File: src/sv/kvc_pkg.sv
// shared constants, codes and control types of the keyed tableau vigenere core
package kvc_pkg;

  localparam int unsigned ALPHA     = 26;
  localparam int unsigned ALPHA_W   = 5;
  localparam int unsigned KEY_MAX   = 64;
  localparam int unsigned KEY_AW    = 6;
  localparam int unsigned KLEN_W    = 7;
  localparam int unsigned CHAR_W    = 8;
  localparam int unsigned TAB_DEPTH = ALPHA * ALPHA;
  localparam int unsigned TAB_AW    = 10;
  localparam int unsigned TDATA_W   = 32;
  localparam int unsigned TUSER_W   = 2;
  localparam int unsigned OUT_W     = 8;

  typedef enum logic [1:0] {
    OP_TAB_LOAD = 2'd0,
    OP_KEY_LOAD = 2'd1,
    OP_DECRYPT  = 2'd2,
    OP_ENCRYPT  = 2'd3
  } kvc_op_e;

  typedef enum logic [2:0] {
    ST_IDLE = 3'd0,
    ST_KEY  = 3'd1,
    ST_FIND = 3'd2,
    ST_SCAN = 3'd3,
    ST_READ = 3'd4,
    ST_EMIT = 3'd5
  } kvc_state_e;

  typedef struct packed {
    logic take;          // input transaction accepted
    logic lookup;        // register row and row-0 column matches
    logic enc_rd;        // read the cell at matched row and column
    logic scan_start;    // read column 0 of the matched row
    logic scan_next;     // read the next column of the matched row
    logic res_from_scan; // result is the row-0 cell of the scan column
    logic res_from_mem;  // result is the cell just read
    logic emit;          // move the result into the output register
  } kvc_cmd_t;

  typedef struct packed {
    logic in_text;    // incoming transaction is a text character
    logic op_enc;     // current character is encrypted
    logic row_hit;
    logic col_hit;
    logic scan_match;
    logic scan_last;
    logic out_free;
  } kvc_sts_t;

endpackage

File: src/sv/kvc_ctrl.sv
// controller state machine of the keyed tableau vigenere core
module kvc_ctrl (
  input  logic              clk_i,
  input  logic              rst_ni,
  input  logic              s_valid_i,
  output logic              s_ready_o,
  input  kvc_pkg::kvc_sts_t sts_i,
  output kvc_pkg::kvc_cmd_t cmd_o
);
  import kvc_pkg::*;

  kvc_state_e state_q, state_d;

  always_ff @(posedge clk_i or negedge rst_ni) begin
    if (!rst_ni) begin
      state_q <= ST_IDLE;
    end else begin
      state_q <= state_d;
    end
  end

  always_comb begin
    state_d   = state_q;
    cmd_o     = '0;
    s_ready_o = 1'b0;
    case (state_q)
      ST_IDLE: begin
        s_ready_o = 1'b1;
        if (s_valid_i) begin
          cmd_o.take = 1'b1;
          if (sts_i.in_text) begin
            state_d = ST_KEY;
          end
        end
      end
      ST_KEY: begin
        cmd_o.lookup = 1'b1;
        state_d      = ST_FIND;
      end
      ST_FIND: begin
        if (!sts_i.row_hit) begin
          state_d = ST_IDLE;
        end else if (sts_i.op_enc) begin
          if (sts_i.col_hit) begin
            cmd_o.enc_rd = 1'b1;
            state_d      = ST_READ;
          end else begin
            state_d = ST_IDLE;
          end
        end else begin
          cmd_o.scan_start = 1'b1;
          state_d          = ST_SCAN;
        end
      end
      ST_SCAN: begin
        if (sts_i.scan_match) begin
          cmd_o.res_from_scan = 1'b1;
          state_d             = ST_EMIT;
        end else if (sts_i.scan_last) begin
          state_d = ST_IDLE;
        end else begin
          cmd_o.scan_next = 1'b1;
        end
      end
      ST_READ: begin
        cmd_o.res_from_mem = 1'b1;
        state_d            = ST_EMIT;
      end
      ST_EMIT: begin
        if (sts_i.out_free) begin
          cmd_o.emit = 1'b1;
          state_d    = ST_IDLE;
        end
      end
      default: begin
        state_d = ST_IDLE;
      end
    endcase
  end

  // never overwrite a result that has not been taken
  assert property (@(posedge clk_i) disable iff (!rst_ni) cmd_o.emit |-> sts_i.out_free)
    else $error("result emitted into a busy output register");

  // the column scan stops at the last column
  assert property (@(posedge clk_i) disable iff (!rst_ni) cmd_o.scan_next |-> !sts_i.scan_last)
    else $error("column scan ran past the row");

  // an encrypt read needs both a row and a column match
  assert property (@(posedge clk_i) disable iff (!rst_ni)
    cmd_o.enc_rd |-> (sts_i.row_hit && sts_i.col_hit))
    else $error("encrypt read without a full match");

endmodule

File: config.mk
export PLATFORM = sky130hd
export DESIGN_NAME = kvc_ctrl
export DESIGN_NICKNAME = d
export VERILOG_FILES = /design/src/sv/kvc_pkg.sv /design/src/sv/kvc_ctrl.sv
export SDC_FILE = /design/constraint.sdc
export NUM_CORES = 1
export LEC_CHECK = 0
export ABC_CLOCK_PERIOD_IN_PS = 1200
export BUFFER_PORTS_ARGS = -buffer_cell sky130_fd_sc_hd__buf_4
export CAP_MARGIN = 20
export CORE_AREA = 2 2 39 41
export CTS_CLUSTER_SIZE = 30
export DETAILED_ROUTE_END_ITERATION = 8
export DIE_AREA = 0 0 41 43
export GPL_TIMING_DRIVEN = 0
export PLACE_DENSITY = 0.54
export SLEW_MARGIN = 25
export SYNTH_ARGS = -nofsm -noshare
export SYNTH_HDL_FRONTEND = slang
export SYNTH_SLANG_ARGS = --single-unit
File: constraint.sdc
create_clock -name clk_i -period 1.2 [get_ports clk_i]
set_input_delay 0 -clock clk_i [delete_from_list [all_inputs] [get_ports clk_i]]
set_output_delay 0 -clock clk_i [all_outputs]
set_load 0.005 [all_outputs]
**Yosys cells after proc, flatten, opt, wreduce, memory -nomap -nowiden**

Cells that the tools add are included.
W data, S select, Z words.

- Flip-flop bits (word level): 3
- Output and inout port bits: 9
- Input port bits: 10

- Multiplexer cells: 25
- Reduce and logical (&&, ||, !) cells: 2
- Equality and inequality tests: 9

Operator list:

| kind | count |
|---|---|
| $mux W3 | 8 |
| $pmux W3 S6 | 1 |
| $mux W1 | 13 |
| $eq A3 B2 Y1 const B | 2 |
| $eq A3 B3 Y1 const B | 2 |
| $mux W2 | 3 |
| $ne A2 B2 Y1 const B | 3 |
| $reduce_and A4 Y1 | 1 |
| $eq A3 B1 Y1 const B | 1 |
| $logic_not A3 Y1 | 1 |
| $ne A3 B3 Y1 const B | 1 |

**Logic depth before layout (Yosys ltp)**

Gate-level depths: netlist (run 1).

- Word-level depth: 4
- Depth in mapped cells: 3
- Gate-level depth less buffers: 3

**Least setup slack after synthesis (run 1)**

Ideal clock, no wire load.

- Kind: register -> register
- From: reg state_q[1]
- To: reg state_q[2]
- Arrival: 987 ps
- Period minus slack after synthesis: 1113 ps
- Path buffers: 0
- Library setup time: 126 ps
- Required time: 1074 ps
- Cell stages (with the launch flop): 4
- Setup slack: 87 ps
- Cells stage by stage: dfrtp_1 > nor2b_1 > and3_4 > a311o_1

- Longest elaborated chain between the ends: 3
- Elaborated cells between the ends (all ways): 12

RTL lines:

| item | RTL line | source |
|---|---|---|
| start, declared | kvc_ctrl.sv:12 | `kvc_state_e state_q, state_d;` |
| start signal, assigned | kvc_ctrl.sv:18 | `state_q <= state_d;` |
| $eq A3 B2 Y1, or another cell as far along | kvc_ctrl.sv:26 | `case (state_q)` |
| $ne A3 B3 Y1 (no source line) or $ne A2 B2 Y1 (tied branches) | - |  |
| $reduce_and A4 Y1 (no source line) | - |  |

Several ways; a longest one is shown, not always the timed one.
A chain may end at the register's enable or synchronous reset.

==> results of run 1 <==
==> metal layers <==
metal  vias up  part of all wire  track usage
li1        160                 -            -
met1       140              0.37       0.0874
met2         7              0.56        0.141
met3         2             0.045       0.0157
met4         0             0.021        0.100
met5         -                 0            0
==> layout by cell type, fill, tap and decap left out, types with 2 or more instances in the layout <==
master	netlist	routed
nand2_1	2	2
buf_4	0	20
nor3_1	3	2
nor2_1	5	4
inv_1	2	2
dfrtp_2	0	2
clkbuf_4	0	3
o21ai_0	2	2
==> worst max-delay path, stage by stage, from the launching register on <==
cell and delay (ns):
dfrtp_2 0.41, nand3b_1 0.21, nor3_1 0.25, buf_4 0.17
==> kinds of logic (layout without fill, tap and decap cells) <==
kind of cell | Yosys count | in the layout | share of synthesized area
buffers and inverters | 3 | 28 | 0.0769
AO/OA/AOI/OAI | 8 | 8 | 0.231
AND/OR/NAND/NOR | 17 | 17 | 0.385
flip-flops | 3 | 3 | 0.308
==> what timing repair did <==
action / in CTS / in global routing
setup endpoints to repair: 5 / 8
gates cloned: 0 / 0
hold buffers: 1 / 0
setup buffers: 1 / 1
pin swaps: 1 / 2
endpoints found under the hold margin: 3 / 0
resized for setup: 1 / 6
==> stage by stage <==
step                setup TNS [ns]  cell area (um^2)  hold slack [ns]  setup WS [ns]  std cells
finish                      -0.205               467           0.0269        -0.0715         72
global route                -0.601               467           0.0359         -0.145         72
floorplan                        0               244           -0.296         0.0871         31
detailed placement               0               399           -0.210         0.0222         65
global placement                 0               399           -0.209         0.0119         65
CTS                         -0.277               444           0.0249         -0.101         71
==> how the worst max path moves through the flow <==
stage / start / to / cells past startpoint
floorplan: state_q[1] / state_q[2] / 3
global placement: state_q[1] / state_q[2] / 3
detailed placement: state_q[1] / state_q[2] / 3
CTS: state_q[2] / cmd_o[5] / 4
global route: state_q[2] / cmd_o[4] / 3
finish: state_q[2] / cmd_o[4] / 3
==> report_power, final <==
part / switching, mW / internal (mW) / total (mW) / leakage (nW)
Sequential: 0.0574 / 0.154 / 0.211 / 0.0354
Combinational: 0.219 / 0.327 / 0.546 / 0.173
Clock: 0.0556 / 0.125 / 0.180 / 0.0150
Total: 0.332 / 0.606 / 0.938 / 0.223
==> cell type report <==
cell class,instances,area share
plain buffers,1,0.0241
inverters,2,0.0161
flip-flops and latches,3,0.166
multi-input cells,25,0.351
repair buffers,21,0.343
well taps,16,0.0429
clock buffers,4,0.0563
==> impl_metrics.env, run 1 <==
export IMPL_rsz0062_at_grt="yes"
export IMPL_cts_sinks=3
export IMPL_antennaDiodeCount=0
export IMPL_fin_skew_ns=0.00231
export IMPL_min_from="sts_i[3]"
export IMPL_syn_inst=31
export IMPL_pin_count=19
export IMPL_numPortBuffers=18
export IMPL_fin_crit_sh=1.06
export IMPL_clk_pin_slew_ns=0.04
export IMPL_cellLeakagePower_nw=0.223
export IMPL_worstSetupStartpointType="flop"
export IMPL_yosys_top_cells_count="nor2_1 (5), dfrtp_1 (3), nor3_1 (3)"
export IMPL_ctsRootBufferMaster="clkbuf_4"
export IMPL_yosysMostFrequentCell="nor2_1"
export IMPL_drc_errors=0
export IMPL_synthTopCellsByArea="dfrtp_1 (31%), nor2_1 (7.7%), nor3_1 (6.2%)"
export IMPL_drt_initial_drc_count=1
export IMPL_top_register="state_q"
export IMPL_numCtsBuffers=3
export IMPL_synth_edff_count=0
export IMPL_largest_reg_flops=3
export IMPL_dieWidth_um=41
export IMPL_path_class="reg2out"
export IMPL_p_total_uw=938
export IMPL_hold_viol=0
export IMPL_synthToLayoutAreaGrowth_pct=91.3
export IMPL_min_period_ns=1.27
export IMPL_synthDistinctLibCells=19
export IMPL_wl_per_cell_um=9.25
export IMPL_r2r_start="state_q[1]"
export IMPL_power_per_cell_area_nw_per_um2=2010
export IMPL_final_core_util=0.337
export IMPL_clk_latency_ns=0.23
export IMPL_slew_headroom=0.820
export IMPL_place_congestion=0.709
export IMPL_final_setup_worst_slack_ns=-0.0715
export IMPL_wl_um=666
export IMPL_whs_endpoint="state_q[2]"
export IMPL_rows=14
export IMPL_cts_buffer_depth=2
export IMPL_setup_violations=5
export IMPL_antenna_found_initial=0
export IMPL_required_ns=1.20
export IMPL_critical_path_arrival_ns=1.27
export IMPL_dp_hpwl_um=520
export IMPL_yosysTopAreaCell="dfrtp_1"
export IMPL_synth_ff_latch_count=3
export IMPL_worst_pin_slew_ns=0.268
export IMPL_coreArea_um2=1380
export IMPL_ff2ff_setup_slack_ns=0.03
export IMPL_min_delay_path_class="in2reg"
export IMPL_finalNetCount=67
export IMPL_ff_latch_area_um2=77.6
export IMPL_cts_max_level=1
export IMPL_initial_core_util=0.176
export IMPL_max_freq_mhz=786
export IMPL_reg2regPathDepth=3
export IMPL_reg2reg_to="state_q[2]"
export IMPL_max_vdd_ir_drop_v=0.000768
export IMPL_status="finished with violations"
export IMPL_drive_gt1_frac=0.589
export IMPL_num_vias=309
export IMPL_die_area_um2=1760
export IMPL_slew_violations=0
export IMPL_maxCapViolations=0
export IMPL_seq_area_frac_synth=0.308
export IMPL_holdPathStages=2
export IMPL_grt_pass1_wl_um=1050
export IMPL_grt_overflow=0
export IMPL_grt_max_degree=11
export IMPL_grt_usage=0.0905
export IMPL_dr_pass1_iters=2
export IMPL_grt_pass1_vias=305
export IMPL_antenna_left=0
export IMPL_yosys_warnings=0
export IMPL_async_flop_share=1.00
export IMPL_cts_tree="built"
export IMPL_syn_area_um2=244
export IMPL_reg_largest_list="state_q (3)"
export IMPL_synth_nets=41
export IMPL_nFillCells=153
export IMPL_violations="negative setup slack"
export IMPL_cp_max_fo=4
export IMPL_crit_path_end_kind="output pin"
export IMPL_die_h_um=43
export IMPL_synth_avg_cell_area_um2=7.87
export IMPL_synth_top_cell_area_share=0.308
export IMPL_viasPerCell=4.29
export IMPL_multi_input_area_um2=164
export IMPL_synth_top_flop_cell="dfrtp_1"
(Power assumes the default switching activity.)
==> run 2: changes to the inputs <==
CORE_AREA = 5 5 42 44   (was 2 2 39 41)
DIE_AREA = 0 0 47 49   (was 0 0 41 43)
==> run 2 against run 1 <==
Critical path type unchanged. Sequential cell count is the same. The run still ends with negative setup slack left. Worst setup slack lost 0.012 ns. Worst hold slack gained 0.0058 ns. Sequential share of layout area shrank 0.93 points.
==> impl_metrics.env, run 2 (same netlist as run 1, synthesis figures left out) <==
export IMPL_startpoint="state_q[2]"
export IMPL_grt_pass1_wl_um=1440
export IMPL_required_ns=1.20
export IMPL_cts_tree="built"
export IMPL_dr_pass1_iters=3
export IMPL_grt_max_degree=11
export IMPL_reg2regPathDepth=4
export IMPL_antenna_found_initial=0
export IMPL_worst_pin_slew_ns=0.195
export IMPL_die_h_um=49
export IMPL_critical_path_max_stage_delay_ns=0.41
export IMPL_largest_reg_flops=3
export IMPL_violations="negative setup slack"
export IMPL_wl_per_cell_um=11.0
export IMPL_path_class="reg2out"
export IMPL_grt_overflow=0
export IMPL_setup_tns_ns=-0.152
export IMPL_slew_headroom=0.869
export IMPL_top_register="state_q"
export IMPL_reg_largest_list="state_q (3)"
export IMPL_cp_slowest_cell="dfrtp_2"
export IMPL_maxCapViolations=0
export IMPL_ff_latch_area_um2=77.6
export IMPL_status="finished with violations"
export IMPL_critPathTopFamily="flip-flops"
export IMPL_clk_pin_slew_ns=0.04
export IMPL_p_total_uw=991
export IMPL_wl_um=817
export IMPL_layout_commonest_cell="buf_4"
export IMPL_viasPerCell=4.43
export IMPL_nFillCells=157
export IMPL_die_area_um2=2300
export IMPL_r2r_start="state_q[1]"
export IMPL_drive_gt1_frac=0.586
export IMPL_num_vias=328
export IMPL_coreArea_um2=1400
export IMPL_dp_hpwl_um=578
export IMPL_final_core_util=0.353
export IMPL_ctsRootBufferMaster="clkbuf_4"
export IMPL_fin_crit_sh=1.07
export IMPL_min_period_ns=1.28
export IMPL_layout_common_cells="buf_4 (21), nor2_1 (4), clkbuf_4 (3)"
export IMPL_hold_viol=0
export IMPL_drt_initial_drc_count=2
export IMPL_cp_max_fo=4
export IMPL_cellLeakagePower_nw=0.232
export IMPL_place_congestion=0.668
export IMPL_multi_input_area_um2=173
export IMPL_rsz0062_at_grt="yes"
export IMPL_power_per_cell_area_nw_per_um2=2010
export IMPL_crit_cells=4
export IMPL_cts_buffer_depth=2
export IMPL_critical_path_arrival_ns=1.28
export IMPL_timing_hold_ws_ns=0.0327
export IMPL_worstPathCellList="nand3b_1 -> buf_4 -> nor3_4 -> buf_4"
export IMPL_finalNetCount=69
export IMPL_max_vdd_ir_drop_v=0.000900
export IMPL_antennaDiodeCount=0
export IMPL_initial_core_util=0.174
export IMPL_grt_pass1_vias=362
export IMPL_setup_violations=2
export IMPL_numCtsBuffers=3
export IMPL_cts_max_level=1
export IMPL_dieWidth_um=47
export IMPL_antenna_left=0
export IMPL_grt_usage=0.0813
export IMPL_slew_violations=0
export IMPL_holdPathStages=2
export IMPL_numPortBuffers=18
export IMPL_clk_latency_ns=0.23
export IMPL_fin_skew_ns=0.00330
export IMPL_min_from="sts_i[3]"
export IMPL_cp_num_buf_inv=2
export IMPL_pin_count=19
export IMPL_rows=14
export IMPL_cts_sinks=3
export IMPL_drc_errors=0
export IMPL_crit_top_cell="buf_4"
export IMPL_worstSetupStartpointType="flop"
export IMPL_max_freq_mhz=779
export IMPL_min_delay_path_class="in2reg"
export IMPL_synthToLayoutAreaGrowth_pct=103
export IMPL_final_setup_worst_slack_ns=-0.0839
export IMPL_crit_path_end_kind="output pin"
## run 2: cell count changes in the layout (fill, tap and decap cells not counted)
cell      before  now
a21boi_0       0    1
a21boi_1       1    0
a21oi_1        1    2
a21oi_2        1    0
and3_2         1    0
and3_4         1    2
buf_4         20   21
buf_6          1    2
nor2b_1        0    1
nor2b_2        1    0
nor3_1         2    1
nor3_4         0    1
## run 2: through the flow
step	worst slack (ns)	instances	area, um^2
2_1_floorplan	0.0871	31	244
3_3_place_gp	0.0171	65	399
3_5_place_dp	0.0192	65	399
4_1_cts	-0.0552	74	492
5_1_grt	-0.150	74	494
6_report	-0.0839	74	494
## run 2: worst register-to-register path, delay by kind of cell (launching register included)
kind / cells / cell delay (ns)
and+or+nand+nor: 2 / 0.19
buffers and inverters: 1 / 0.15
DFF: 1 / 0.44
AOI/OAI and AO/OA: 1 / 0.29
## run 2: layout make-up
type                            count  share of cell area
Clock buffer                        4              0.0532
Tap cell                           16              0.0405
Timing Repair Buffer               23               0.362
Multi-Input combinational cell     25               0.349
Sequential cell                     3               0.157
Inverter                            2              0.0152
Buffer                              1              0.0228
## run 2: timing repair
item,4_1_cts,5_1_grt
resized for setup,7,1
setup endpoints to repair,5,7
hold endpoints to repair,3,0
hold buffers,1,0
setup buffers,4,0
pin swaps,2,1
## run 2: power breakdown
group / switching, mW / internal, mW
sequential: 0.0540 / 0.154
clock: 0.0472 / 0.124
combinational: 0.256 / 0.355
## run 2: final timing paths
kind	slack, ns	to
worst max-delay path	-0.08	cmd_o[4]
worst min-delay path	0.03	state_q[2]
worst max register to register	0.01	state_q[0]
worst min register to register	0.70	state_q[1]
max in group asynchronous	1.00	state_q[1]
min in group asynchronous	0.09	state_q[2]
## run 2: metal layers
| layer | GRT usage | part of all wire | up-vias |
|---|---|---|---|
| li1 | - | - | 165 |
| met1 | 0.0889 | 0.34 | 156 |
| met2 | 0.143 | 0.59 | 7 |
| met3 | 0.0111 | 0.069 | 0 |
| met4 | 0.0415 | 0 | 0 |
| met5 | 0 | 0 | - |
